File: src/sv/triangle_area_and_normal_top_defines.svh
// Assertion macros shared by the triangle area and normal block.
`ifndef TRIANGLE_AREA_AND_NORMAL_TOP_DEFINES_SVH
`define TRIANGLE_AREA_AND_NORMAL_TOP_DEFINES_SVH

// Implication checked at every rising clock edge outside reset.
`define TAN_ASSERT_IMP(lbl, ante, cons, msg) \
    lbl: assert property (@(posedge clk) disable iff (!rst_n) (ante) |-> (cons)) \
        else $error(msg);

// Condition that must never hold outside reset.
`define TAN_ASSERT_NEVER(lbl, cond, msg) \
    lbl: assert property (@(posedge clk) disable iff (!rst_n) !(cond)) \
        else $error(msg);

`endif

File: src/sv/tan_pkg.sv
// Widths and item types of the triangle area and normal block.
`timescale 1ns / 1ps
package tan_pkg;

    localparam int IN_W     = 16;
    localparam int NUM_IN   = 9;
    localparam int IN_BUS_W = IN_W * NUM_IN;
    localparam int E_W      = IN_W + 1;
    localparam int P_W      = 2 * E_W;
    localparam int N_W      = P_W + 2;
    localparam int MAG_W    = N_W - 1;
    localparam int LO_W     = 18;
    localparam int HI_W     = MAG_W - LO_W;
    localparam int HH_W     = 2 * HI_W;
    localparam int HL_W     = HI_W + LO_W;
    localparam int LL_W     = 2 * LO_W;
    localparam int S_W      = 72;
    localparam int EPS_W    = 16;
    localparam int EPS_SQ_W = 2 * EPS_W;
    localparam int ROOT_W   = 35;
    localparam int FRAC_W   = 14;
    localparam int Q_W      = FRAC_W + 1;
    localparam int DIV_W    = MAG_W + FRAC_W + 1;
    localparam int AREA_W   = 36;
    localparam int OUT_W    = 16;
    localparam int FRONT_STAGES = 8;
    localparam logic [Q_W-1:0] Q_ONE = Q_W'(1) << FRAC_W;
    localparam logic [EPS_SQ_W-1:0] EPS_SQ_RESET = EPS_SQ_W'(1);

    // Cross product of one triangle as sign and magnitude per component.
    typedef struct packed {
        logic [2:0]            neg;
        logic [2:0][MAG_W-1:0] mag;
        logic                  degen;
    } tan_vec_t;

    // Item travelling through the square root cells.
    typedef struct packed {
        tan_vec_t          vec;
        logic [ROOT_W-1:0] root;
        logic [S_W-1:0]    rem;
    } tan_sq_t;

    // Item travelling through the divider cells.
    typedef struct packed {
        logic [2:0]            neg;
        logic                  degen;
        logic [ROOT_W-1:0]     root;
        logic [2:0][Q_W-1:0]   quo;
        logic [2:0][DIV_W-1:0] rem;
    } tan_dv_t;

endpackage

File: src/sv/tan_div_cell.sv
// One cell of the divider chain: settles one quotient bit of all three lanes.
`timescale 1ns / 1ps
module tan_div_cell
#(
    parameter int BIT = 0
)
(
    input  logic              clk,
    input  logic              rst_n,
    input  logic              in_valid,
    output logic              in_ready,
    input  tan_pkg::tan_dv_t  in_item,
    output logic              out_valid,
    input  logic              out_ready,
    output tan_pkg::tan_dv_t  out_item
);

    logic             valid_reg;
    tan_pkg::tan_dv_t item_reg;
    tan_pkg::tan_dv_t item_next;
    logic [tan_pkg::DIV_W-1:0] trial;

    // Restoring step against the shifted divisor, one lane per component.
    always_comb
    begin
        trial     = tan_pkg::DIV_W'(in_item.root) << BIT;
        item_next = in_item;
        for (int c = 0; c < 3; c++)
        begin
            if (in_item.rem[c] >= trial)
            begin
                item_next.rem[c] = in_item.rem[c] - trial;
                item_next.quo[c] = in_item.quo[c] | (tan_pkg::Q_W'(1) << BIT);
            end
        end
    end

    assign in_ready  = !valid_reg || out_ready;
    assign out_valid = valid_reg;
    assign out_item  = item_reg;

    always_ff @(posedge clk or negedge rst_n)
    begin
        if (!rst_n)
        begin
            valid_reg <= 1'b0;
        end
        else if (in_ready)
        begin
            valid_reg <= in_valid;
        end
    end

    always_ff @(posedge clk)
    begin
        if (in_ready)
        begin
            item_reg <= item_next;
        end
    end

endmodule

File: config.mk
export PLATFORM = sky130hd
export DESIGN_NAME = tan_div_cell
export DESIGN_NICKNAME = d
export VERILOG_FILES = /design/src/sv/triangle_area_and_normal_top_defines.svh /design/src/sv/tan_pkg.sv /design/src/sv/tan_div_cell.sv
export SDC_FILE = /design/constraint.sdc
export NUM_CORES = 1
export LEC_CHECK = 0
export ABC_AREA = 1
export ABC_CLOCK_PERIOD_IN_PS = 23900
export BUFFER_PORTS_ARGS = -buffer_cell sky130_fd_sc_hd__buf_2
export CAP_MARGIN = 20
export CORE_ASPECT_RATIO = 2
export CORE_MARGIN = 1
export CORE_UTILIZATION = 50
export DETAILED_ROUTE_END_ITERATION = 10
export GPL_TIMING_DRIVEN = 0
export PLACE_DENSITY = 0.75
export SLEW_MARGIN = 20
export SYNTH_ARGS = -nofsm -noshare
export SYNTH_HDL_FRONTEND = slang
export SYNTH_SLANG_ARGS = --single-unit
File: constraint.sdc
create_clock -name clk -period 23.9 [get_ports clk]
set_clock_uncertainty 0.1 [all_clocks]
set_input_delay 4.78 -clock clk [delete_from_list [all_inputs] [get_ports clk]]
set_output_delay 4.78 -clock clk [all_outputs]
set_load 0.005 [all_outputs]
* Word-level counts from Yosys, hierarchy flattened
Index checks and enable logic that the tools add are counted.
** Operators by class
- Add/sub/neg operators :: 3
- Multiply operators :: 0
- Div/mod/pow operators :: 0
- $lt $le $gt $ge :: 3
- Equality and inequality tests :: 0
- Shift operators :: 0
- Multiplexer cells :: 3
- Bitwise gates (word level) :: 0
- Reduce and logical (&&, ||, !) cells :: 2
** Operator list (count)
- $ge A50 B35 Y1 :: 3
- $mux W50 :: 3
- $sub A50 B35 Y50 :: 3
- $logic_not A1 Y1 :: 1
- $logic_or A1 B1 Y1 :: 1
** Storage, ports and cells
- Register bits :: 235
- Latch bits :: 0
- Memory bits (writable) :: 0
- Memory bits (read-only) :: 0
- Bits of input ports :: 238
- Logic and storage cells :: 24
- Memories kept :: 0

* Logic depth before layout (Yosys ltp)
- Depth after elaboration :: 2
- Mapped depth :: 17
- Depth with buffers taken out :: 15

* Worst setup path after synthesis
Ideal clock, no wire load.
- Path type :: input to output
- From :: input out_ready
- To :: output in_ready
- Arrival time :: 9.778 ns
- Slack :: 9.242 ns
- Stages :: 2
- Buffers on the path :: 0
- Cells stage by stage :: inv_1 -> nand2_1
** Between the ends
- Longest elaborated chain between the ends :: 1
** RTL lines
- start, declared :: RTL line tan_div_cell.sv:14 : input logic out_ready,
- $logic_or A1 B1 Y1 :: RTL line tan_div_cell.sv:38 : assign in_ready = !valid_reg || out_ready;
- end, declared :: RTL line tan_div_cell.sv:11 : output logic in_ready,
Every way passes these cells.

* Worst setup path after layout
Ends and elaborated chain as after synthesis.

==> results.cfg <==
[routing]
drtIter0Drc = 1179
num_vias = 21500
viasPerCell = 5.25
wl_per_cell_um = 21.2
drc = 0
ant_nets = 0
dr.pass1.iters = 5
wirelength_mm = 87.2

[clock_network]
htree_levels = 1
cts_buffer_depth = 3
cts_hold_buf = 0
clkSinkCount = 235
ctsResizeCount = 0
cts_buffers = 23
path_clk_slew_ns = 0.06
clock_latency_ns = 0.56
cts_tree = built
cts_setup_buffers = 0
cts_root_buf = clkbuf_16

[floorplanning]
die_w_um = 144
io_pins = 474
fp-row-count = 103
start_util = 0.509
dieArea_mm2 = 0.0412
die_h_um = 286
design.core.area_mm2 = 0.0396

[timing]
tns_ns = 0
rsz0062_at_grt = no
hold_ws_ns = 0.667
final-hold-violation-count = 0
fin_crit_sh = 0.454
finalMaxSlewViolations = 0
worstMarginPinSlew_ns = 1.15
fin_crit_ns = 10.84
clock.fmax_mhz = 92.2
finalSetupViolations = 0
setup_ws_ns = 13.06
slew_headroom = 0.224

[pwr]
ir_drop_uv = 54.4
p_leak_nw = 12.8
power_density_mw_per_mm2 = 56.4

[run_status]
status = finished, final reports clean

[global_routing]
grt_pass1_wl_mm = 125
grt_pass1_vias = 21100
grt_antenna_before_repair = 6
grt_start_max_net_pins = 61
track_usage = 0.427
grt.overflow.total = 0

[logic_synthesis]
netlist_area_mm2 = 0.0202
synth-seq-cells = 235
syn_inst = 3057
synth_warnings = 0
synth_area_per_cell_um2 = 6.59
seq_area_frac_synth = 0.350
synth_flop_cell = edfxtp_1
synth.distinct_cells = 35
syn_nets = 3403
async_flop_share = 0.00426
synth_edf_count = 234

[cells_and_area]
finalNetCount = 3905
most-common-layout-cells = nand2_1 (1256), inv_1 (598), buf_2 (485)
drive_gt1_frac = 0.178
syn_to_final_growth_pct = 19.8
final_common_cell = nand2_1

[critical_path]
cp_max_fo = 60
critical_path_arrival_ns = 5.96
cp-start-kind = input port
worstSetupEndpointType = output port
reg2regPathDepth = 3
worstPathRequired_ns = 19.02
path_class = in -> out

[placement]
gp_congestion = 1.07
io_buffer_count = 473
hpwl_mm = 73.6
place_ws_ns = 13.07

[min_path]
hp-class = reg -> reg
hold_depth = 1

[run]
maxCapViolCount = 0
-- kinds of logic after synthesis --
logic type	after synthesis	share of synthesized area
simple gates	1823	0.374
compound gates	185	0.0541
buf+inv	634	0.122
fa+ha+maj	108	0.0682
flops	235	0.350
xor+xnor	72	0.0313
-- registers in the layout, indices dropped and copies added, names as in the netlist --
name	flops
out_item	234
out_valid	1
-- power by group --
| group | leakage, nW | total [mW] | switching, mW | internal (mW) |
|---|---|---|---|---|
| registers | 2.35 | 0.532 | 0.0153 | 0.517 |
| logic | 10.1 | 0.415 | 0.275 | 0.140 |
| clock network | 0.408 | 0.415 | 0.172 | 0.243 |
-- per-stage QoR --
step	utilization	cell area, um^2	cells	power [mW]
2_1_floorplan	-	20200	3057	0.766
3_3_place_gp	0.586	23200	4055	0.947
3_5_place_dp	0.589	23300	4059	0.944
4_1_cts	0.610	24100	4101	1.36
5_1_grt	0.610	24100	4104	1.42
6_report	0.610	24100	4106	1.36
-- worst max-delay path, cell delays in order --
cell	delay, ns
buf_2	0.07
inv_1	0.05
nand2_4	0.18
buf_16	0.28
buf_16	0.32
buf_2	0.17
-- synthesized netlist by cell type (8+ instances only) --
| cell | number | area [um^2] |
|---|---|---|
| o21ai_0 | 74 | 370 |
| and2_1 | 8 | 50.1 |
| nor3_1 | 30 | 150 |
| inv_1 | 598 | 2240 |
| a21oi_1 | 62 | 310 |
| buf_2 | 12 | 60.1 |
| nand4_1 | 60 | 375 |
| nand3b_1 | 24 | 180 |
| nor2_1 | 241 | 905 |
| nand2_2 | 15 | 93.8 |
| xnor2_1 | 54 | 473 |
| buf_6 | 9 | 101 |
| ha_1 | 105 | 1310 |
| xor2_1 | 18 | 158 |
| edfxtp_1 | 234 | 7030 |
| inv_2 | 10 | 37.5 |
| nand2_1 | 1257 | 4720 |
| nor2_2 | 24 | 150 |
| nand3_1 | 145 | 726 |
| a21oi_2 | 34 | 298 |
-- worst paths after layout --
check | from | endpoint | slack (ns)
max in group asynchronous | rst_n | out_valid | 19.72
hold reg to reg | out_valid | out_item[98] | 0.67
setup / recovery | out_ready | in_ready | 13.06
setup reg to reg | out_valid | out_item[28] | 22.12
hold / removal | out_valid | out_item[98] | 0.67
min in group asynchronous | rst_n | out_valid | 3.89
-- layer usage --
layer	vias up	share of wire	GRT usage
met4	0	0.12	0.436
met3	411	0.071	0.0934
met2	1029	0.49	0.740
met1	9599	0.32	0.396
li1	10500	-	-
met5	-	0	0
-- cell type report --
type | instances | area (um^2)
Timing Repair Buffer | 477 | 2480
Sequential cell | 235 | 7050
Tap cell | 525 | 657
Inverter | 610 | 2290
Buffer | 24 | 173
Fill cell | 3990 | 15400
Multi-Input combinational cell | 2188 | 10600
Clock inverter | 18 | 262
Clock buffer | 24 | 579
Antenna cell | 5 | 12.5
Note: power is estimated with default switching activity, not from simulation.
