## config.mk

```make
export PLATFORM = sky130hd
export DESIGN_NAME = tan_sqrt_cell
export DESIGN_NICKNAME = d
export VERILOG_FILES = /design/src/sv/triangle_area_and_normal_top_defines.svh /design/src/sv/tan_pkg.sv /design/src/sv/tan_sqrt_cell.sv
export SDC_FILE = /design/constraint.sdc
export NUM_CORES = 1
export LEC_CHECK = 0
export BUFFER_PORTS_ARGS = -buffer_cell sky130_fd_sc_hd__buf_4
export CAP_MARGIN = 20
export CORE_AREA = 2 2 170 172
export DETAILED_ROUTE_END_ITERATION = 8
export DIE_AREA = 0 0 172 174
export PLACE_DENSITY = 0.71
export SETUP_SLACK_MARGIN = 0.4
export SLEW_MARGIN = 40
export SYNTH_ARGS = -nofsm -noshare
export SYNTH_HDL_FRONTEND = slang
export SYNTH_SLANG_ARGS = --single-unit
```

## constraint.sdc

```tcl
create_clock -name clk -period 10.8 [get_ports clk]
set_input_delay 0.54 -clock clk [delete_from_list [all_inputs] [get_ports clk]]
set_output_delay 0.54 -clock clk [all_outputs]
set_load 0.02 [all_outputs]
```

## src/sv/triangle_area_and_normal_top_defines.svh

```systemverilog
// Assertion macros shared by the triangle area and normal block.
`ifndef TRIANGLE_AREA_AND_NORMAL_TOP_DEFINES_SVH
`define TRIANGLE_AREA_AND_NORMAL_TOP_DEFINES_SVH

// Implication checked at every rising clock edge outside reset.
`define TAN_ASSERT_IMP(lbl, ante, cons, msg) \
    lbl: assert property (@(posedge clk) disable iff (!rst_n) (ante) |-> (cons)) \
        else $error(msg);

// Condition that must never hold outside reset.
`define TAN_ASSERT_NEVER(lbl, cond, msg) \
    lbl: assert property (@(posedge clk) disable iff (!rst_n) !(cond)) \
        else $error(msg);

`endif

```

## src/sv/tan_pkg.sv

```systemverilog
// Widths and item types of the triangle area and normal block.
`timescale 1ns / 1ps
package tan_pkg;

    localparam int IN_W     = 16;
    localparam int NUM_IN   = 9;
    localparam int IN_BUS_W = IN_W * NUM_IN;
    localparam int E_W      = IN_W + 1;
    localparam int P_W      = 2 * E_W;
    localparam int N_W      = P_W + 2;
    localparam int MAG_W    = N_W - 1;
    localparam int LO_W     = 18;
    localparam int HI_W     = MAG_W - LO_W;
    localparam int HH_W     = 2 * HI_W;
    localparam int HL_W     = HI_W + LO_W;
    localparam int LL_W     = 2 * LO_W;
    localparam int S_W      = 72;
    localparam int EPS_W    = 16;
    localparam int EPS_SQ_W = 2 * EPS_W;
    localparam int ROOT_W   = 35;
    localparam int FRAC_W   = 14;
    localparam int Q_W      = FRAC_W + 1;
    localparam int DIV_W    = MAG_W + FRAC_W + 1;
    localparam int AREA_W   = 36;
    localparam int OUT_W    = 16;
    localparam int FRONT_STAGES = 8;
    localparam logic [Q_W-1:0] Q_ONE = Q_W'(1) << FRAC_W;
    localparam logic [EPS_SQ_W-1:0] EPS_SQ_RESET = EPS_SQ_W'(1);

    // Cross product of one triangle as sign and magnitude per component.
    typedef struct packed {
        logic [2:0]            neg;
        logic [2:0][MAG_W-1:0] mag;
        logic                  degen;
    } tan_vec_t;

    // Item travelling through the square root cells.
    typedef struct packed {
        tan_vec_t          vec;
        logic [ROOT_W-1:0] root;
        logic [S_W-1:0]    rem;
    } tan_sq_t;

    // Item travelling through the divider cells.
    typedef struct packed {
        logic [2:0]            neg;
        logic                  degen;
        logic [ROOT_W-1:0]     root;
        logic [2:0][Q_W-1:0]   quo;
        logic [2:0][DIV_W-1:0] rem;
    } tan_dv_t;

endpackage

```

## src/sv/tan_sqrt_cell.sv

```systemverilog
// One cell of the square root chain: settles one bit of the root.
`timescale 1ns / 1ps
module tan_sqrt_cell
#(
    parameter int BIT = 0
)
(
    input  logic              clk,
    input  logic              rst_n,
    input  logic              in_valid,
    output logic              in_ready,
    input  tan_pkg::tan_sq_t  in_item,
    output logic              out_valid,
    input  logic              out_ready,
    output tan_pkg::tan_sq_t  out_item
);

    logic             valid_reg;
    tan_pkg::tan_sq_t item_reg;
    tan_pkg::tan_sq_t item_next;
    logic [tan_pkg::S_W-1:0] trial;

    // Setting this bit grows the square by root * 2^(BIT+1) + 2^(2*BIT).
    always_comb
    begin
        trial = (tan_pkg::S_W'(in_item.root) << (BIT + 1))
              | (tan_pkg::S_W'(1) << (2 * BIT));
        item_next = in_item;
        if (in_item.rem >= trial)
        begin
            item_next.rem  = in_item.rem - trial;
            item_next.root = in_item.root | (tan_pkg::ROOT_W'(1) << BIT);
        end
    end

    assign in_ready  = !valid_reg || out_ready;
    assign out_valid = valid_reg;
    assign out_item  = item_reg;

    always_ff @(posedge clk or negedge rst_n)
    begin
        if (!rst_n)
        begin
            valid_reg <= 1'b0;
        end
        else if (in_ready)
        begin
            valid_reg <= in_valid;
        end
    end

    always_ff @(posedge clk)
    begin
        if (in_ready)
        begin
            item_reg <= item_next;
        end
    end

endmodule

```

# Word-level counts from Yosys, hierarchy flattened
# Index checks and enable logic that the tools add are counted.
dict set report totals {
  input_bits 220
  ff_bits 217
  out_inout_bits 218
}
dict set report op_classes {
  n_reduce_logical 2
  order_cmp 1
  mux 1
  add_sub_neg 1
}
# operator count
set ops {}
lappend ops {{>= comparator 72 x 36 -> 1 bit} 1}
lappend ops {{2-to-1 mux 72 bit} 1}
lappend ops {{subtractor 72 x 36 -> 72 bit} 1}
lappend ops {{zero test 1 bit} 1}
lappend ops {{logical OR 1 bit} 1}

# Longest topological paths before layout
dict set report logic_depth {
  depth_word 2
  mapped_depth 12
  depth_no_buf 10
}

# Worst setup path before layout
# OpenSTA, ideal clock, no wires.
dict set report synth_path {
  path_kind {input to register}
  from {in out_ready}
  to {reg item_reg (netlist bit out_item[0]) (enable)}
  arrival_ns 5.875
  required_time_ns 10.176
  slack_ns 4.301
  stages 1
  n_path_buf 0
  setup_ns 0.624
  cell_sequence {nand2b_1}
}
dict set report synth_via {
  elab_chain_cells 1
}
# element line_no
set synth_lines {}
lappend synth_lines {{start: declaration} tan_sqrt_cell.sv:14} ;# input logic out_ready,
lappend synth_lines {{logical OR 1 bit} tan_sqrt_cell.sv:36} ;# assign in_ready = !valid_reg || out_ready;
lappend synth_lines {{end signal: assignment} tan_sqrt_cell.sv:56} ;# item_reg <= item_next;
lappend synth_lines {{end: declaration} tan_sqrt_cell.sv:19} ;# tan_pkg::tan_sq_t item_reg;
# No other way between the ends.
# A chain may end at the register's enable or synchronous reset.

==> results.md <==
- Detailed Place HPWL: 26670 um
- Critical Path, Cell by Cell: buf_4 -> inv_1 -> ha_1 -> a211oi_1 -> nor2_1 -> a211oi_1 -> o31a_1 -> o211ai_1 -> a21oi_1 -> nand2_1 -> xnor2_1
- Setup ws final: 7182 ps
- First-pass GRT wire length: 49050 um
- Worst setup EP type: flip-flop
- Worst-path fanout max: 9
- Synth cell types: 55
- Cell Rows: 62
- Warnings from Yosys: 0
- TritonCTS buffer count: 26
- Synth-to-Final Area Change: 46.28%
- Layout net count: 1491
- Routed vias/inst: 5.065
- CTS sink cnt: 217
- Status: complete, no violations
- Number of gates resized after CTS: 0
- WL final: 34140 um
- Pre-Repair DR Iteration Count: 5
- Slowest stage delay, CP: 730 ps
- Final slew viol count: 0
- Dpl cell area: 13760 um2
- Clock Path Buffers: 3
- Initial drt markers: 712
- H-Tree Depth: 1
- Worst slew margin: 0.4316
- Final Wtd Congestion: 0.9522
- Remaining DRCs: 0
- Crit share post-route: 0.3350
- Syn Area/Cell: 12.72 um2
- Slowest CP cell: a21oi_1
- Post-synth EDFFs: 216
- Leakage power: 0.006124 uW
- Ports: 438
- Vias in the first global route: 8130
- Total gr overflow: 0
- Data required time of the worst path: 11060 ps
- Most frequent cells in the layout: buf_4, edfxtp_1, nand2_1
- ANT nets after route: 0
- Sequential share of the synthesized area: 0.6482
- Syn Inst Count: 790
- Overall die area: 29930 um2
- Final hold vios: 0
- IO Port Bufs: 437
- Placed insts: 1588
- Core area: 28240 um2
- WL/cell: 20.83 um
- Ys async rst share: 0.004608
- Post-synth top area cell: edfxtp_1
- Place WS: 6648 ps
- Worst EP arrival: 3880 ps
- Antenna violations before repair: 3
- PwrDens: 166.9 nW/um2
- Final Non-Filler Cells: 1639
- Seq cells post-synth: 217
- Min-delay worst type: in2reg
- Clk Latency, worst-skew pair: 520 ps
- Setup TNS: 0 ps
- Most common cell after layout, fill and taps aside: buf_4
- Die height: 174 um
- RSZ-0062 raised after global routing: no
- Starting density of the core: 0.3558
- Peak supply drop: 0.1024 mV
- Synth top area share: 0.6457
- Clock-pin slew on the worst setup and hold paths: 60 ps
- Tmin final: 3618 ps
- Synth top area cells: edfxtp_1, ha_1, xnor2_1
- Largest net degree at the start of global routing: 83
- Number of buffers and inverters on the critical path: 2
- Final clock skew: 9.095 ps
- Cell area after layout: 14700 um2
- Layout cells sized above 1: 0.3958
- TritonCTS clock tree: yes
- WS Path Type: in2reg
- GR Util All Layers: 0.2173
- Top FF cell, synth: edfxtp_1
- Die Wd: 172 um
- CP top delay family: compound AO/OA/AOI/OAI gates
- Final core utilization: 0.5204
- Post-Syn Area: 10050 um2
- Worst-margin pin slew: 847.5 ps
- Max Freq: 276.4 MHz
- Max_cap viols: 0
- Syn nets: 1047
- Clk root buf: clkbuf_16
- CP startpoint kind: input pin
- Final setup violating endpoints: 0
- Via Count: 8302
- Most Frequent Cell on Critical Path: a211oi_1
-- per-layer routing --
layer  track usage  routed length (um)  vias to the layer above
met3       0.05669                3166                       81
met4        0.1008                1659                        0
li1              -                   -                     3847
met5             0                   0                        -
met1        0.2595               12880                     3960
met2        0.3650               16430                      414
-- cell families after synthesis --
| family | synth area share |
|---|---|
| compound gates | 0.1001 |
| xor+xnor | 0.05667 |
| fa+ha+maj | 0.04683 |
| buf+inv | 0.02840 |
| simple gates | 0.1165 |
| flops | 0.6481 |
| mux | 0.003363 |
-- cell usage after synthesis (2+ instances only) --
master    count
xnor2_1      38
o21a_1        4
nand3b_1      4
nand3_1      22
nor2b_1       2
or3_1         7
o221ai_1      2
o21ai_0      64
nor4b_1       3
o211ai_1      6
nand2_1      74
xor2_1       27
clkbuf_1     20
o31ai_1       2
nor2_1       31
o21bai_1      5
and2_1        6
a21oi_1      46
a211oi_1      6
buf_2         4
clkbuf_2      2
mux2_2        3
nand4_1      17
nand2b_1      6
a22oi_1       2
inv_1        44
or3_4         2
ha_1         36
edfxtp_1    216
or4_1         6
or2_2         3
o31a_1        2
nor4_1       13
nor3_1       28
a31oi_1       3
a21o_1       15
-- path summary, 6_finish.rpt --
path                         startpoint             to  slack, ps  cells past startpoint
setup reg to reg              out_valid   out_item[63]       8560                      4
hold reg to reg               out_valid  out_item[133]        700                      1
max in group asynchronous         rst_n      out_valid      10390                      2
min in group asynchronous         rst_n      out_valid        330                      2
hold / removal             in_item[207]  out_item[207]        190                      1
setup / recovery            in_item[72]   out_item[43]       7180                     11
-- state kept, by name, summed over array words and instances (netlist names) --
signal	count
out_item	216
out_valid	1
-- final cells by class --
class / count / area (um2)
Multi-Input combinational cell: 501 / 3267
Clock inverter: 14 / 200.2
Fill cell: 2510 / 13540
Sequential cell: 217 / 6511
Antenna cell: 2 / 5.005
Tap cell: 384 / 480.5
Inverter: 44 / 165.2
Timing Repair Buffer: 444 / 3368
Clock buffer: 33 / 698.2
-- what timing repair did --
item / 4_1_cts / 5_1_grt
setup buffers: 0 / 0
hold buffers: 1 / 0
endpoints found under the hold margin: 1 / 0
-- report_power, final --
part / internal [uW] / switching [uW] / total (uW) / leakage, uW
Combinational: 208 / 285 / 493 / 0.00351
Clock: 576 / 337 / 913 / 0.000437
Sequential: 1020 / 23.8 / 1050 / 0.00218
Total: 1810 / 647 / 2450 / 0.00612
-- through the flow --
step | power, uW | hold slack [ps]
floorplan | 1318 | 244.4
global placement | 1547 | 315.9
detailed placement | 1552 | 316.9
CTS | 2474 | 168.4
global route | 2545 | 169.2
finish | 2452 | 193.9
(Power assumes the default switching activity.)
